--- config.mk ---
export PLATFORM = sky130hd
export DESIGN_NAME = beacon_peak_lock_search_core
export DESIGN_NICKNAME = d
export VERILOG_FILES = /design/src/hdl/bpls_pkg.sv /design/src/hdl/bpls_div.sv /design/src/hdl/bpls_datapath.sv /design/src/hdl/bpls_ctrl.sv /design/src/hdl/beacon_peak_lock_search_core.sv
export SDC_FILE = /design/constraint.sdc
export NUM_CORES = 1
export LEC_CHECK = 0
export ABC_AREA = 0
export BUFFER_PORTS_ARGS = -buffer_cell sky130_fd_sc_hd__buf_2
export CAP_MARGIN = 20
export CORE_MARGIN = 3
export CORE_UTILIZATION = 30
export DETAILED_ROUTE_END_ITERATION = 7
export GPL_TIMING_DRIVEN = 1
export PLACE_DENSITY = 0.54
export REMOVE_ABC_BUFFERS = 1
export SYNTH_ARGS = -nofsm -noshare
export SYNTH_HDL_FRONTEND = slang
export SYNTH_SLANG_ARGS = --single-unit
export TNS_END_PERCENT = 1
--- constraint.sdc ---
create_clock -name clk -period 3.5 [get_ports clk]
set_clock_uncertainty 0.05 [all_clocks]
set_input_delay 1.05 -clock clk [delete_from_list [all_inputs] [get_ports clk]]
set_output_delay 1.05 -clock clk [all_outputs]
set_load 0.05 [all_outputs]
--- src/hdl/bpls_pkg.sv ---
// Shared types, codes and constants of the beacon peak-lock search core.
// No dependencies; the datapath, controller, top and checker import this package.
`timescale 1ns / 1ps

package bpls_pkg;

  localparam int WINDOW_LEN_DEF  = 8;
  localparam int SAMPLE_BITS_DEF = 10;

  localparam int OP_W       = 2;
  localparam int PHASE_W    = 3;
  localparam int MOTOR_W    = 2;
  localparam int OFFSET_W   = 10;
  localparam int TICK_W     = 16;
  localparam int POWER_W    = 10;
  localparam int CFG_IDX_W  = 3;
  localparam int CFG_DATA_W = 16;

  localparam logic [OFFSET_W-1:0] LOCK_OFFSET_RST  = 10'd10;
  localparam logic [TICK_W-1:0]   ROTATION_RST     = 16'd5000;
  localparam logic [TICK_W-1:0]   LOCK_DELAY_RST   = 16'd250;
  localparam logic [TICK_W-1:0]   BACKUP_RST       = 16'd500;
  localparam logic [TICK_W-1:0]   STOP_DELAY_RST   = 16'd250;
  localparam logic [POWER_W-1:0]  TURN_POWER_RST   = 10'd500;
  localparam logic [POWER_W-1:0]  DRIVE_POWER_RST  = 10'd700;

  typedef enum logic [OP_W-1:0] {
    OP_START  = 2'd0,
    OP_SAMPLE = 2'd1,
    OP_TICK   = 2'd2
  } op_t;

  typedef enum logic [PHASE_W-1:0] {
    PH_IDLE    = 3'd0,
    PH_SWEEP   = 3'd1,
    PH_WAIT    = 3'd2,
    PH_TURN    = 3'd3,
    PH_BACKUP  = 3'd4,
    PH_STOPPED = 3'd5
  } phase_t;

  typedef enum logic [MOTOR_W-1:0] {
    MOTOR_STOP       = 2'd0,
    MOTOR_TURN_RIGHT = 2'd1,
    MOTOR_BACKWARD   = 2'd2
  } motor_t;

  typedef enum logic [CFG_IDX_W-1:0] {
    REG_LOCK_OFFSET  = 3'd0,
    REG_ROTATION     = 3'd1,
    REG_LOCK_DELAY   = 3'd2,
    REG_BACKUP       = 3'd3,
    REG_STOP_DELAY   = 3'd4,
    REG_TURN_POWER   = 3'd5,
    REG_DRIVE_POWER  = 3'd6
  } cfg_reg_t;

  typedef enum logic [2:0] {
    ST_IDLE   = 3'd0,
    ST_DECODE = 3'd1,
    ST_PUSH   = 3'd2,
    ST_DIVIDE = 3'd3,
    ST_FINISH = 3'd4
  } ctrl_state_t;

  typedef struct packed {
    logic capture;
    logic ring_read;
    logic push;
    logic apply_item;
    logic apply_push;
    logic load_out;
  } bpls_cmd_t;

  typedef struct packed {
    logic is_push;
    logic div_done;
  } bpls_status_t;

endpackage

--- src/hdl/bpls_div.sv ---
// Restoring divider, one quotient bit per cycle, for the moving average.
// Depends on nothing but its parameters.
`timescale 1ns / 1ps

module bpls_div #(
  parameter int SUM_W  = 13,
  parameter int FILL_W = 4
) (
  input  logic              clk,
  input  logic              rst_n,
  input  logic              start,
  input  logic [SUM_W-1:0]  dividend,
  input  logic [FILL_W-1:0] divisor,
  output logic [SUM_W-1:0]  quotient,
  output logic              done
);

  localparam int CNT_W = $clog2(SUM_W + 1);

  logic              busy_r, busy_nxt;
  logic              done_r, done_nxt;
  logic [CNT_W-1:0]  cnt_r, cnt_nxt;
  logic [SUM_W-1:0]  work_r, work_nxt;
  logic [FILL_W-1:0] rem_r, rem_nxt;
  logic [FILL_W-1:0] dvs_r, dvs_nxt;
  logic [FILL_W:0]   trial;
  logic [FILL_W:0]   diff;
  logic              ge;

  assign trial = {rem_r, work_r[SUM_W-1]};
  assign diff  = trial - {1'b0, dvs_r};
  assign ge    = trial >= {1'b0, dvs_r};

  always_comb begin
    busy_nxt = busy_r;
    done_nxt = 1'b0;
    cnt_nxt  = cnt_r;
    work_nxt = work_r;
    rem_nxt  = rem_r;
    dvs_nxt  = dvs_r;
    if (start) begin
      busy_nxt = 1'b1;
      cnt_nxt  = CNT_W'(SUM_W);
      work_nxt = dividend;
      rem_nxt  = '0;
      dvs_nxt  = divisor;
    end else if (busy_r) begin
      work_nxt = {work_r[SUM_W-2:0], ge};
      rem_nxt  = ge ? diff[FILL_W-1:0] : trial[FILL_W-1:0];
      cnt_nxt  = cnt_r - 1'b1;
      if (cnt_r == CNT_W'(1)) begin
        busy_nxt = 1'b0;
        done_nxt = 1'b1;
      end
    end
  end

  always_ff @(posedge clk) begin
    if (!rst_n) begin
      busy_r <= 1'b0;
      done_r <= 1'b0;
      cnt_r  <= '0;
    end else begin
      busy_r <= busy_nxt;
      done_r <= done_nxt;
      cnt_r  <= cnt_nxt;
    end
  end

  always_ff @(posedge clk) begin
    work_r <= work_nxt;
    rem_r  <= rem_nxt;
    dvs_r  <= dvs_nxt;
  end

  assign quotient = work_r;
  assign done     = done_r;

endmodule

--- src/hdl/bpls_datapath.sv ---
// Datapath: configuration registers, sample ring, average, peak, threshold,
// search phase and countdown, output registers. Uses bpls_pkg and bpls_div.
`timescale 1ns / 1ps

module bpls_datapath import bpls_pkg::*; #(
  parameter int WINDOW_LEN  = WINDOW_LEN_DEF,
  parameter int SAMPLE_BITS = SAMPLE_BITS_DEF
) (
  input  logic                   clk,
  input  logic                   rst_n,
  input  logic                   cfg_wr_en,
  input  logic [CFG_IDX_W-1:0]   cfg_index,
  input  logic [CFG_DATA_W-1:0]  cfg_data,
  input  logic [OP_W-1:0]        in_operation,
  input  logic [SAMPLE_BITS-1:0] in_sample,
  input  bpls_cmd_t              cmd,
  output bpls_status_t           status,
  output logic [PHASE_W-1:0]     out_phase,
  output logic [MOTOR_W-1:0]     out_motor_mode,
  output logic [POWER_W-1:0]     out_motor_power,
  output logic [SAMPLE_BITS-1:0] out_average_level,
  output logic [SAMPLE_BITS-1:0] out_peak_level,
  output logic [SAMPLE_BITS-1:0] out_lock_threshold,
  output logic                   out_locked
);

  localparam int POS_W  = (WINDOW_LEN > 1) ? $clog2(WINDOW_LEN) : 1;
  localparam int FILL_W = $clog2(WINDOW_LEN + 1);
  localparam int SUM_W  = SAMPLE_BITS + $clog2(WINDOW_LEN);
  localparam int CMP_W  = (SAMPLE_BITS > OFFSET_W) ? SAMPLE_BITS : OFFSET_W;

  logic [OFFSET_W-1:0] lock_offset_r;
  logic [TICK_W-1:0]   rotation_r, lock_delay_r, backup_r, stop_delay_r;
  logic [POWER_W-1:0]  turn_power_r, drive_power_r;

  logic [SAMPLE_BITS-1:0] ring_mem [WINDOW_LEN];
  logic [SAMPLE_BITS-1:0] ring_rd_r;

  logic [OP_W-1:0]        op_r, op_nxt;
  logic [SAMPLE_BITS-1:0] sample_r, sample_nxt;
  logic [POS_W-1:0]       pos_r, pos_nxt;
  logic [FILL_W-1:0]      fill_r, fill_nxt;
  logic [SUM_W-1:0]       sum_r, sum_nxt;
  logic [SAMPLE_BITS-1:0] avg_r, avg_nxt;
  logic [SAMPLE_BITS-1:0] peak_r, peak_nxt;
  logic [SAMPLE_BITS-1:0] rot_peak_r, rot_peak_nxt;
  logic [SAMPLE_BITS-1:0] thr_r, thr_nxt;
  phase_t                 phase_r, phase_nxt;
  logic [TICK_W-1:0]      cd_r, cd_nxt;
  logic                   locked_r, locked_nxt;

  logic [PHASE_W-1:0]     o_phase_r;
  logic [MOTOR_W-1:0]     o_mode_r;
  logic [POWER_W-1:0]     o_power_r;
  logic [SAMPLE_BITS-1:0] o_avg_r, o_peak_r, o_thr_r;
  logic                   o_locked_r;

  logic                   full;
  logic [SUM_W-1:0]       quotient;
  logic                   div_done;
  logic [SAMPLE_BITS-1:0] q_avg;

  function automatic logic [SAMPLE_BITS-1:0] thr_of(input logic [SAMPLE_BITS-1:0] pk,
                                                    input logic [OFFSET_W-1:0] off);
    logic [CMP_W-1:0] pk_e;
    logic [CMP_W-1:0] off_e;
    pk_e  = CMP_W'(pk);
    off_e = CMP_W'(off);
    return (pk_e > off_e) ? SAMPLE_BITS'(pk_e - off_e) : '0;
  endfunction

  assign full  = (fill_r == FILL_W'(WINDOW_LEN));
  assign q_avg = quotient[SAMPLE_BITS-1:0];

  assign status.is_push  = (op_r == OP_SAMPLE) && (phase_r == PH_SWEEP || phase_r == PH_TURN);
  assign status.div_done = div_done;

  always_ff @(posedge clk) begin
    if (!rst_n) begin
      lock_offset_r <= LOCK_OFFSET_RST;
      rotation_r    <= ROTATION_RST;
      lock_delay_r  <= LOCK_DELAY_RST;
      backup_r      <= BACKUP_RST;
      stop_delay_r  <= STOP_DELAY_RST;
      turn_power_r  <= TURN_POWER_RST;
      drive_power_r <= DRIVE_POWER_RST;
    end else if (cfg_wr_en) begin
      case (cfg_index)
        REG_LOCK_OFFSET: lock_offset_r <= cfg_data[OFFSET_W-1:0];
        REG_ROTATION:    rotation_r    <= cfg_data[TICK_W-1:0];
        REG_LOCK_DELAY:  lock_delay_r  <= cfg_data[TICK_W-1:0];
        REG_BACKUP:      backup_r      <= cfg_data[TICK_W-1:0];
        REG_STOP_DELAY:  stop_delay_r  <= cfg_data[TICK_W-1:0];
        REG_TURN_POWER:  turn_power_r  <= cfg_data[POWER_W-1:0];
        REG_DRIVE_POWER: drive_power_r <= cfg_data[POWER_W-1:0];
        default: ;
      endcase
    end
  end

  // ring entries past the fill count never enter the sum, so no clearing is needed
  always_ff @(posedge clk) begin
    if (cmd.push) begin
      ring_mem[pos_r] <= sample_r;
    end
    if (cmd.ring_read) begin
      ring_rd_r <= ring_mem[pos_r];
    end
  end

  bpls_div #(
    .SUM_W  (SUM_W),
    .FILL_W (FILL_W)
  ) u_div (
    .clk      (clk),
    .rst_n    (rst_n),
    .start    (cmd.push),
    .dividend (sum_nxt),
    .divisor  (fill_nxt),
    .quotient (quotient),
    .done     (div_done)
  );

  always_comb begin
    logic                   do_clear;
    logic [SAMPLE_BITS-1:0] pk_sel;
    do_clear     = 1'b0;
    pk_sel       = (rot_peak_r != '0) ? rot_peak_r : peak_r;
    op_nxt       = op_r;
    sample_nxt   = sample_r;
    pos_nxt      = pos_r;
    fill_nxt     = fill_r;
    sum_nxt      = sum_r;
    avg_nxt      = avg_r;
    peak_nxt     = peak_r;
    rot_peak_nxt = rot_peak_r;
    thr_nxt      = thr_r;
    phase_nxt    = phase_r;
    cd_nxt       = cd_r;
    locked_nxt   = locked_r;

    if (cmd.capture) begin
      op_nxt     = in_operation;
      sample_nxt = in_sample;
      locked_nxt = 1'b0;
    end

    if (cmd.apply_item) begin
      case (op_r)
        OP_START: begin
          do_clear  = 1'b1;
          peak_nxt  = '0;
          phase_nxt = PH_SWEEP;
          cd_nxt    = rotation_r;
        end
        OP_TICK: begin
          if (phase_r != PH_IDLE) begin
            if (cd_r <= TICK_W'(1)) begin
              cd_nxt = '0;
              case (phase_r)
                PH_SWEEP: begin
                  do_clear  = 1'b1;
                  thr_nxt   = thr_of(peak_r, lock_offset_r);
                  phase_nxt = PH_WAIT;
                  cd_nxt    = lock_delay_r;
                end
                PH_WAIT: begin
                  rot_peak_nxt = '0;
                  do_clear     = 1'b1;
                  phase_nxt    = PH_TURN;
                  cd_nxt       = rotation_r;
                end
                PH_TURN: begin
                  peak_nxt     = pk_sel;
                  thr_nxt      = thr_of(pk_sel, lock_offset_r);
                  rot_peak_nxt = '0;
                  do_clear     = 1'b1;
                  cd_nxt       = rotation_r;
                end
                PH_BACKUP: begin
                  phase_nxt = PH_STOPPED;
                  cd_nxt    = stop_delay_r;
                end
                default: ;
              endcase
            end else begin
              cd_nxt = cd_r - 1'b1;
            end
          end
        end
        default: ;
      endcase
    end

    if (cmd.push) begin
      fill_nxt = full ? fill_r : fill_r + 1'b1;
      sum_nxt  = sum_r - (full ? SUM_W'(ring_rd_r) : '0) + SUM_W'(sample_r);
      pos_nxt  = (pos_r == POS_W'(WINDOW_LEN - 1)) ? '0 : pos_r + 1'b1;
    end

    if (cmd.apply_push) begin
      avg_nxt = q_avg;
      if (phase_r == PH_SWEEP) begin
        if (q_avg > peak_r) begin
          peak_nxt = q_avg;
        end
      end else begin
        if (q_avg > rot_peak_r) begin
          rot_peak_nxt = q_avg;
        end
        if (q_avg >= thr_r) begin
          locked_nxt = 1'b1;
          phase_nxt  = PH_BACKUP;
          cd_nxt     = backup_r;
        end
      end
    end

    if (do_clear) begin
      pos_nxt  = '0;
      fill_nxt = '0;
      sum_nxt  = '0;
      avg_nxt  = '0;
    end
  end

  always_ff @(posedge clk) begin
    if (!rst_n) begin
      pos_r      <= '0;
      fill_r     <= '0;
      sum_r      <= '0;
      avg_r      <= '0;
      peak_r     <= '0;
      rot_peak_r <= '0;
      thr_r      <= '0;
      phase_r    <= PH_IDLE;
      cd_r       <= '0;
      locked_r   <= 1'b0;
    end else begin
      pos_r      <= pos_nxt;
      fill_r     <= fill_nxt;
      sum_r      <= sum_nxt;
      avg_r      <= avg_nxt;
      peak_r     <= peak_nxt;
      rot_peak_r <= rot_peak_nxt;
      thr_r      <= thr_nxt;
      phase_r    <= phase_nxt;
      cd_r       <= cd_nxt;
      locked_r   <= locked_nxt;
    end
  end

  always_ff @(posedge clk) begin
    op_r     <= op_nxt;
    sample_r <= sample_nxt;
    if (cmd.load_out) begin
      o_phase_r  <= phase_r;
      o_avg_r    <= avg_r;
      o_peak_r   <= peak_r;
      o_thr_r    <= thr_r;
      o_locked_r <= locked_r;
      case (phase_r)
        PH_SWEEP, PH_TURN: begin
          o_mode_r  <= MOTOR_TURN_RIGHT;
          o_power_r <= turn_power_r;
        end
        PH_BACKUP: begin
          o_mode_r  <= MOTOR_BACKWARD;
          o_power_r <= drive_power_r;
        end
        default: begin
          o_mode_r  <= MOTOR_STOP;
          o_power_r <= '0;
        end
      endcase
    end
  end

  assign out_phase          = o_phase_r;
  assign out_motor_mode     = o_mode_r;
  assign out_motor_power    = o_power_r;
  assign out_average_level  = o_avg_r;
  assign out_peak_level     = o_peak_r;
  assign out_lock_threshold = o_thr_r;
  assign out_locked         = o_locked_r;

endmodule

--- src/hdl/bpls_ctrl.sv ---
// Controller: sequences each push through decode, ring update, divide and
// result transfer. Uses bpls_pkg; drives the datapath by command struct.
`timescale 1ns / 1ps

module bpls_ctrl import bpls_pkg::*; (
  input  logic         clk,
  input  logic         rst_n,
  input  logic         in_valid,
  output logic         in_stall,
  output logic         out_valid,
  input  logic         out_stall,
  input  bpls_status_t status,
  output bpls_cmd_t    cmd
);

  ctrl_state_t state_r, state_nxt;
  logic        out_valid_r, out_valid_nxt;
  logic        out_free;

  assign out_free = !out_valid_r || !out_stall;

  always_comb begin
    state_nxt = state_r;
    cmd       = '0;
    case (state_r)
      ST_IDLE: begin
        if (in_valid) begin
          cmd.capture = 1'b1;
          state_nxt   = ST_DECODE;
        end
      end
      ST_DECODE: begin
        if (status.is_push) begin
          cmd.ring_read = 1'b1;
          state_nxt     = ST_PUSH;
        end else begin
          cmd.apply_item = 1'b1;
          state_nxt      = ST_FINISH;
        end
      end
      ST_PUSH: begin
        cmd.push  = 1'b1;
        state_nxt = ST_DIVIDE;
      end
      ST_DIVIDE: begin
        if (status.div_done) begin
          cmd.apply_push = 1'b1;
          state_nxt      = ST_FINISH;
        end
      end
      ST_FINISH: begin
        if (out_free) begin
          cmd.load_out = 1'b1;
          state_nxt    = ST_IDLE;
        end
      end
      default: state_nxt = ST_IDLE;
    endcase
  end

  assign out_valid_nxt = cmd.load_out || (out_valid_r && out_stall);

  always_ff @(posedge clk) begin
    if (!rst_n) begin
      state_r     <= ST_IDLE;
      out_valid_r <= 1'b0;
    end else begin
      state_r     <= state_nxt;
      out_valid_r <= out_valid_nxt;
    end
  end

  assign in_stall  = (state_r != ST_IDLE);
  assign out_valid = out_valid_r;

endmodule

--- src/hdl/beacon_peak_lock_search_core.sv ---
// Top level of the beacon peak-lock search core: controller plus datapath.
// Uses bpls_pkg, bpls_ctrl and bpls_datapath.
//
//   channel  | handshake            | payload
//   ---------+----------------------+------------------------------------------
//   input    | in_valid / in_stall  | in_operation, in_sample
//   result   | out_valid / out_stall| out_phase, out_motor_mode, out_motor_power,
//            |                      | out_average_level, out_peak_level,
//            |                      | out_lock_threshold, out_locked
//   config   | cfg_wr_en            | cfg_index, cfg_data
//
// A sample in sweep or lock turn goes through the ring update and the one-bit-per-cycle
// restoring divider for the average before its result transfers. Start, tick and
// ignored items skip both. One item is in work at a time.
// Reset is synchronous; the fill count stands in for clearing the ring.
// A stalled result holds in the output register; the next item is taken and waits
// for that register before its own result transfers.
`timescale 1ns / 1ps

module beacon_peak_lock_search_core import bpls_pkg::*; #(
  parameter int WINDOW_LEN  = WINDOW_LEN_DEF,
  parameter int SAMPLE_BITS = SAMPLE_BITS_DEF
) (
  input  logic                   clk,
  input  logic                   rst_n,
  input  logic                   cfg_wr_en,
  input  logic [CFG_IDX_W-1:0]   cfg_index,
  input  logic [CFG_DATA_W-1:0]  cfg_data,
  input  logic                   in_valid,
  output logic                   in_stall,
  input  logic [OP_W-1:0]        in_operation,
  input  logic [SAMPLE_BITS-1:0] in_sample,
  output logic                   out_valid,
  input  logic                   out_stall,
  output logic [PHASE_W-1:0]     out_phase,
  output logic [MOTOR_W-1:0]     out_motor_mode,
  output logic [POWER_W-1:0]     out_motor_power,
  output logic [SAMPLE_BITS-1:0] out_average_level,
  output logic [SAMPLE_BITS-1:0] out_peak_level,
  output logic [SAMPLE_BITS-1:0] out_lock_threshold,
  output logic                   out_locked
);

  bpls_cmd_t    cmd;
  bpls_status_t status;

  bpls_ctrl u_ctrl (
    .clk       (clk),
    .rst_n     (rst_n),
    .in_valid  (in_valid),
    .in_stall  (in_stall),
    .out_valid (out_valid),
    .out_stall (out_stall),
    .status    (status),
    .cmd       (cmd)
  );

  bpls_datapath #(
    .WINDOW_LEN  (WINDOW_LEN),
    .SAMPLE_BITS (SAMPLE_BITS)
  ) u_dp (
    .clk                (clk),
    .rst_n              (rst_n),
    .cfg_wr_en          (cfg_wr_en),
    .cfg_index          (cfg_index),
    .cfg_data           (cfg_data),
    .in_operation       (in_operation),
    .in_sample          (in_sample),
    .cmd                (cmd),
    .status             (status),
    .out_phase          (out_phase),
    .out_motor_mode     (out_motor_mode),
    .out_motor_power    (out_motor_power),
    .out_average_level  (out_average_level),
    .out_peak_level     (out_peak_level),
    .out_lock_threshold (out_lock_threshold),
    .out_locked         (out_locked)
  );

endmodule

==> results.sh, run 1 <==
export IMPL_fp_dieH_um=245
export IMPL_min_to="u_dp.out_locked"
export IMPL_synthFlopType="dfxtp_1"
export IMPL_dieWidth_um=245
export IMPL_cts_tree="done"
export IMPL_synth_area_leaders="edfxtp_1 (29%), dfxtp_1 (22%), nand2_1 (8.2%)"
export IMPL_hold_slack_ps=374
export IMPL_cts_hold_buf=0
export IMPL_antenna_found_initial=0
export IMPL_seq_area_frac_synth_pct=51.1
export IMPL_top_usage_layer="met2"
export IMPL_drt_iter0_drc=1068
export IMPL_synth_cell_types=82
export IMPL_synth_enable_flop_cells=165
export IMPL_synth_area_um2=17100
export IMPL_drive_above_1_share_pct=12.8
export IMPL_critPathArrivalTime_ps=3820
export IMPL_via_per_inst=5.02
export IMPL_initial_core_util_pct=30.6
export IMPL_clock_tree_root_cell="clkbuf_16"
export IMPL_synth_common_cells="nand2_1 (375), dfxtp_1 (188), edfxtp_1 (165), inv_1 (104), a21oi_1 (92)"
export IMPL_first_global_vias=13149
export IMPL_cts_max_path_buffers=3
export IMPL_fill_cells=5653
export IMPL_syn_instance_count=1778
export IMPL_ctsHtreeMaxLevel=2
export IMPL_grt_use_met1_pct=21.8
export IMPL_ios=84
export IMPL_multiInputGateArea_um2=7670
export IMPL_use_met3_pct=2.73
export IMPL_worst_hold_path_num_cells=0
export IMPL_yosys_warnings=0
export IMPL_grt_overflow=0
export IMPL_ys_seq_elements=353
export IMPL_rows=86
export IMPL_antenna_left=0
export IMPL_post_dp_cell_area_um2=18600
export IMPL_grt_max_degree=59
export IMPL_startpoint_type="flop"
export IMPL_yosysTopAreaCellShare_pct=29.0
export IMPL_rrSetupSlack_ps=120
export IMPL_syn2layout_area_growth_pct=16.7
export IMPL_ir_drop_mv=0.290
export IMPL_grt_use_total_pct=15.6
export IMPL_dpl_hpwl_um=32600
export IMPL_wl_um=47100
export IMPL_ff_latch_area_um2=8720
export IMPL_fin_crit_sh_pct=96.5
export IMPL_hp_class="reg -> reg"
export IMPL_leakage_nw=7.37
export IMPL_synth_top_cell_by_area="edfxtp_1"
export IMPL_synth_most_common_cell="nand2_1"
export IMPL_place_congestion=0.900
export IMPL_via_count=13330
export IMPL_drv_cap=0
export IMPL_max_slew_margin_pct=44.2
export IMPL_layout_nets=2000
export IMPL_async_flop_share_pct=0
export IMPL_cp_required_ps=3940
export IMPL_hold_violations=0
export IMPL_slew_violations=0
export IMPL_p_per_area_nw_per_um2=479
export IMPL_crit_type="reg -> reg"
export IMPL_first_pass_iters=6
export IMPL_core_area_um2=55700
export IMPL_rsz0062_at_grt="yes"
export IMPL_cts_setup_buffers=0
export IMPL_outcome="completed"
export IMPL_r2r_start="u_dp.fill_r[1]"
export IMPL_portBuffers=83
export IMPL_cts_buffers=40
export IMPL_setup_viol=0
export IMPL_clock_sinks=353
export IMPL_r2r_end="u_dp.sum_r[12]"
export IMPL_dieArea_um2=59800
export IMPL_hp_start="u_dp.locked_r"
export IMPL_worstSkewPairLatency_ps=570
export IMPL_final_area_um2=19900
export IMPL_avgRoutedWirePerCell_um=17.8
export IMPL_use_met2_pct=24.7
export IMPL_fmax_mhz=296
export IMPL_num_antenna_cells=0
export IMPL_grt_pass1_wl_um=74800
export IMPL_drc=0
export IMPL_crit_fanout=11
export IMPL_critPathCaptureType="flop"
export IMPL_ff2ff_path_depth=14
export IMPL_finalCriticalPeriod_ps=3380
export IMPL_worstMarginPinSlew_ps=834
export IMPL_syn_area_per_cell_um2=9.60
export IMPL_path_clk_slew_ps=60
## worst max-delay path by stage
| stage | startpoint | endpoint | slack, ps | cells after the start |
|---|---|---|---|---|
| 3_3_place_gp | u_dp.fill_r[1] | u_dp.sum_r[12] | 50 | 15 |
| 3_5_place_dp | u_dp.fill_r[1] | u_dp.sum_r[12] | -30 | 14 |
| 6_report | u_dp.fill_r[1] | u_dp.sum_r[12] | 120 | 14 |
| 2_1_floorplan | out_stall | u_dp.out_average_level[0] | -270 | 1 |
| 4_1_cts | u_dp.fill_r[1] | u_dp.sum_r[12] | 80 | 15 |
| 5_1_grt | u_dp.fill_r[1] | u_dp.sum_r[12] | -40 | 14 |
## metal layers
layer	share of wire (%)	vias to the layer above
li1	-	6508
met1	48	6410
met2	45	334
met3	5.2	78
met4	2.3	0
met5	0	-
## stage by stage
stage	setup slack [ps]	setup TNS (ps)	power, mW	utilization (%)	cells
final	122	0	9.55	35.8	2655
after global routing	-43.1	-43.1	9.92	35.8	2655
after CTS	81.0	0	9.66	35.7	2655
after detailed placement	-26.5	-26.5	5.33	33.3	2582
after global placement	51.5	0	5.31	33.3	2582
after floorplan	-273	-12550	5.04	-	1692
## flip-flops by register name, summed over array words and instances (netlist names), 10 cells and up
register                 count
u_dp.drive_power_r          10
u_dp.out_average_level      10
u_dp.peak_r                 10
u_dp.rotation_r             16
u_dp.out_lock_threshold     10
u_dp.sample_r               10
u_dp.avg_r                  10
u_dp.rot_peak_r             10
u_dp.cd_r                   16
u_dp.out_peak_level         10
u_dp.stop_delay_r           16
u_dp.backup_r               16
u_dp.ring_mem               80
u_dp.lock_offset_r          10
u_dp.turn_power_r           10
u_dp.ring_rd_r              10
u_dp.out_motor_power        10
u_dp.u_div.quotient         13
u_dp.lock_delay_r           16
u_dp.thr_r                  10
u_dp.sum_r                  13
## worst max-delay path, cell delays in order, from the launching register on
cell     delay [ps]
dfxtp_1         360
inv_1            70
ha_1            180
nand2_1         110
nor2_4           70
and2_1          180
fa_1            530
fa_1            460
nor2b_1         200
o31ai_2          90
a21oi_1         250
a31oi_2         160
xnor2_1         150
or3_1           300
a21oi_1         140
## power breakdown
part | total, mW | internal, mW | leakage (nW) | switching (mW)
Combinational | 0.782 | 0.283 | 3.68 | 0.499
Sequential | 4.46 | 4.39 | 3.03 | 0.0661
Clock | 4.30 | 2.54 | 0.653 | 1.76
Total | 9.55 | 7.22 | 7.37 | 2.33
## what timing repair did
item	CTS	global route
setup endpoints to repair	1	13
hold endpoints to repair	0	0
pin swaps	0	1
cloned	0	0
resized for setup	1	7
## cell families after synthesis
| kind of cell | after synthesis | synth area share [%] |
|---|---|---|
| AOI/OAI and AO/OA | 413 | 15.9 |
| and+or+nand+nor | 674 | 17.8 |
| DFF | 353 | 51.1 |
| xor gates and xnor gates | 27 | 1.38 |
| buffers and inverters | 191 | 4.37 |
| adders and majority gates | 88 | 7.02 |
| muxes | 32 | 2.53 |
## cells in the final DEF (no fill, tap or decap), drive strengths merged, types with 52 or more instances in the layout
cell / instances
inv: 107
buf: 142
nor2: 84
nand2: 376
clkbuf: 52
a21boi: 66
o21ai: 82
dfxtp: 188
nand3: 75
edfxtp: 165
a21oi: 93
ha: 75
## area by class of cell
| class | instances | area share (%) |
|---|---|---|
| Sequential cell | 353 | 43.7 |
| Multi-Input combinational cell | 1234 | 38.5 |
| Clock buffer | 52 | 5.56 |
| Tap cell | 748 | 4.70 |
| Timing Repair Buffer | 142 | 4.38 |
| Inverter | 105 | 1.98 |
| Clock inverter | 21 | 1.13 |
Power figures use the tool's default switching activity.
==> inputs of run 2 (changes only) <==
--- a/config.mk
+++ b/config.mk
@@ -8,7 +8,7 @@
 export ABC_AREA = 0
 export BUFFER_PORTS_ARGS = -buffer_cell sky130_fd_sc_hd__buf_2
 export CAP_MARGIN = 20
-export CORE_MARGIN = 3
+export CORE_MARGIN = 10
 export CORE_UTILIZATION = 30
 export DETAILED_ROUTE_END_ITERATION = 7
 export GPL_TIMING_DRIVEN = 1
==> run 2 against run 1 <==
  * Combinational power about the same
  * Utilization fell by 0.22 points
  * Fmax grew 2.6%
  * Via count increased by 0.16%
  * Power rose by 0.59%
  * Largest power group unchanged
  * First-iteration DRC count shrank 5.3%
  * Critical path depth increased by 1
  * Hold slack gained 6.7 ps
  * Critical path type unchanged
==> results.sh, run 2 (synthesized netlist as in run 1, its figures left out) <==
export IMPL_outcome="completed"
export IMPL_grt_use_total_pct=13.9
export IMPL_core_area_um2=56400
export IMPL_rrSetupSlack_ps=210
export IMPL_fp_dieH_um=259
export IMPL_syn2layout_area_growth_pct=17.3
export IMPL_dieArea_um2=66900
export IMPL_fin_crit_sh_pct=94.1
export IMPL_drive_above_1_share_pct=13.2
export IMPL_crit_fanout=11
export IMPL_crit_path_end="u_dp.sum_r[12]"
export IMPL_max_stage_delay_ps=530
export IMPL_cts_buffers=41
export IMPL_setup_viol=0
export IMPL_worst_path_buf_inv=2
export IMPL_crit_chain="inv_1 > ha_1 > nand2_1 > nor2_4 > and2_1 > fa_1 > inv_1 > ha_1 > a21o_1 > a31o_1 > a21o_1 > a31oi_2 > xnor2_1 > or3_1 > a21oi_1"
export IMPL_place_congestion=0.912
export IMPL_antenna_found_initial=3
export IMPL_layout_common_cells="nand2_1 (375), dfxtp_1 (188), edfxtp_1 (165)"
export IMPL_first_global_vias=13060
export IMPL_critPathCaptureType="flop"
export IMPL_critPathLaunch="u_dp.fill_r[1]"
export IMPL_via_count=13351
export IMPL_clock_tree_root_cell="clkbuf_16"
export IMPL_ff2ff_path_depth=15
export IMPL_p_per_area_nw_per_um2=479
export IMPL_path_clk_slew_ps=60
export IMPL_r2r_end="u_dp.sum_r[12]"
export IMPL_grt_pass1_wl_um=74800
export IMPL_avgRoutedWirePerCell_um=17.8
export IMPL_final_common_cell="nand2_1"
export IMPL_worstMarginPinSlew_ps=937
export IMPL_ir_drop_mv=0.276
export IMPL_critical_path_top_delay_family="adder cells"
export IMPL_cp_num_cells=15
export IMPL_initial_core_util_pct=30.3
export IMPL_fmax_mhz=304
export IMPL_hp_class="reg -> reg"
export IMPL_slew_violations=0
export IMPL_grt_max_degree=48
export IMPL_worstSkewPairLatency_ps=590
export IMPL_regMostFlops="u_dp.ring_mem"
export IMPL_hold_slack_ps=380
export IMPL_clock_sinks=353
export IMPL_drc=0
export IMPL_dieWidth_um=259
export IMPL_drt_iter0_drc=1011
export IMPL_slowest_stage="fa_1"
export IMPL_critPathArrivalTime_ps=3750
export IMPL_largest_reg_flops=80
export IMPL_crit_type="reg -> reg"
export IMPL_cts_max_path_buffers=3
export IMPL_ctsHtreeMaxLevel=2
export IMPL_layout_nets=2006
export IMPL_drv_cap=0
export IMPL_leakage_nw=7.43
export IMPL_finalCriticalPeriod_ps=3290
export IMPL_setup_tns_ps=0
export IMPL_grt_overflow=0
export IMPL_startpoint_type="flop"
export IMPL_ios=84
export IMPL_cts_tree="done"
export IMPL_wl_um=47500
export IMPL_first_pass_iters=5
export IMPL_via_per_inst=5.00
export IMPL_dpl_hpwl_um=33300
export IMPL_cp_required_ps=3960
export IMPL_rsz0062_at_grt="yes"
export IMPL_rows=87
export IMPL_num_antenna_cells=0
export IMPL_r2r_start="u_dp.fill_r[1]"
export IMPL_portBuffers=83
export IMPL_hold_violations=0
export IMPL_antenna_left=0
export IMPL_max_slew_margin_pct=37.0
run 2: through the flow:
stage	worst slack, ps	cell area (um^2)	std cells	utilization [%]	power (mW)
floorplan	-273	16700	1692	-	5.04
global placement	74.9	18600	2593	33.0	5.31
detailed placement	-24.4	18600	2593	33.0	5.33
CTS	126	20000	2669	35.4	9.72
global route	10.8	20000	2671	35.5	9.98
finish	206	20000	2671	35.5	9.60
run 2: area by class of cell:
cell class	count	area (um^2)
clock buffer	61	1200
inverter	105	394
multi-input combinational	1234	7680
sequential	353	8720
tap	756	946
timing repair buffer	147	906
fill	5783	36300
clock inverter	15	188
run 2: worst min path at each step:
stage	start	end	slack [ps]	depth (start not counted)
after floorplan	u_dp.locked_r	u_dp.out_locked	350	0
after global placement	u_dp.locked_r	u_dp.out_locked	360	0
after detailed placement	u_dp.avg_r[7]	u_dp.out_average_level[7]	370	0
after CTS	u_dp.avg_r[7]	u_dp.out_average_level[7]	380	0
after global routing	u_dp.avg_r[8]	u_dp.out_average_level[8]	390	0
final	u_dp.avg_r[4]	u_dp.out_average_level[4]	380	0
run 2: repair_timing:
| item | in CTS | in global routing |
|---|---|---|
| setup buffers | 0 | 1 |
| hold endpoints to repair | 0 | 0 |
| gates resized for setup | 1 | 8 |
| endpoints found under the setup margin | 2 | 13 |
| hold buffers | 0 | 0 |
| pin swaps | 0 | 3 |
run 2: power by group:
group	switching, mW	leakage (nW)	total (mW)	internal [mW]
clock network	1.79	0.681	4.36	2.56
registers	0.0668	3.03	4.46	4.40
logic	0.498	3.71	0.784	0.285
total	2.36	7.43	9.60	7.24
run 2: metal layers:
metal	wire [um]	share of wire, %	track usage (%)
met3	2510	5.3	2.79
met1	21800	46	18.7
met2	22000	46	22.3
met5	41	0.086	0
met4	1090	2.3	4.04
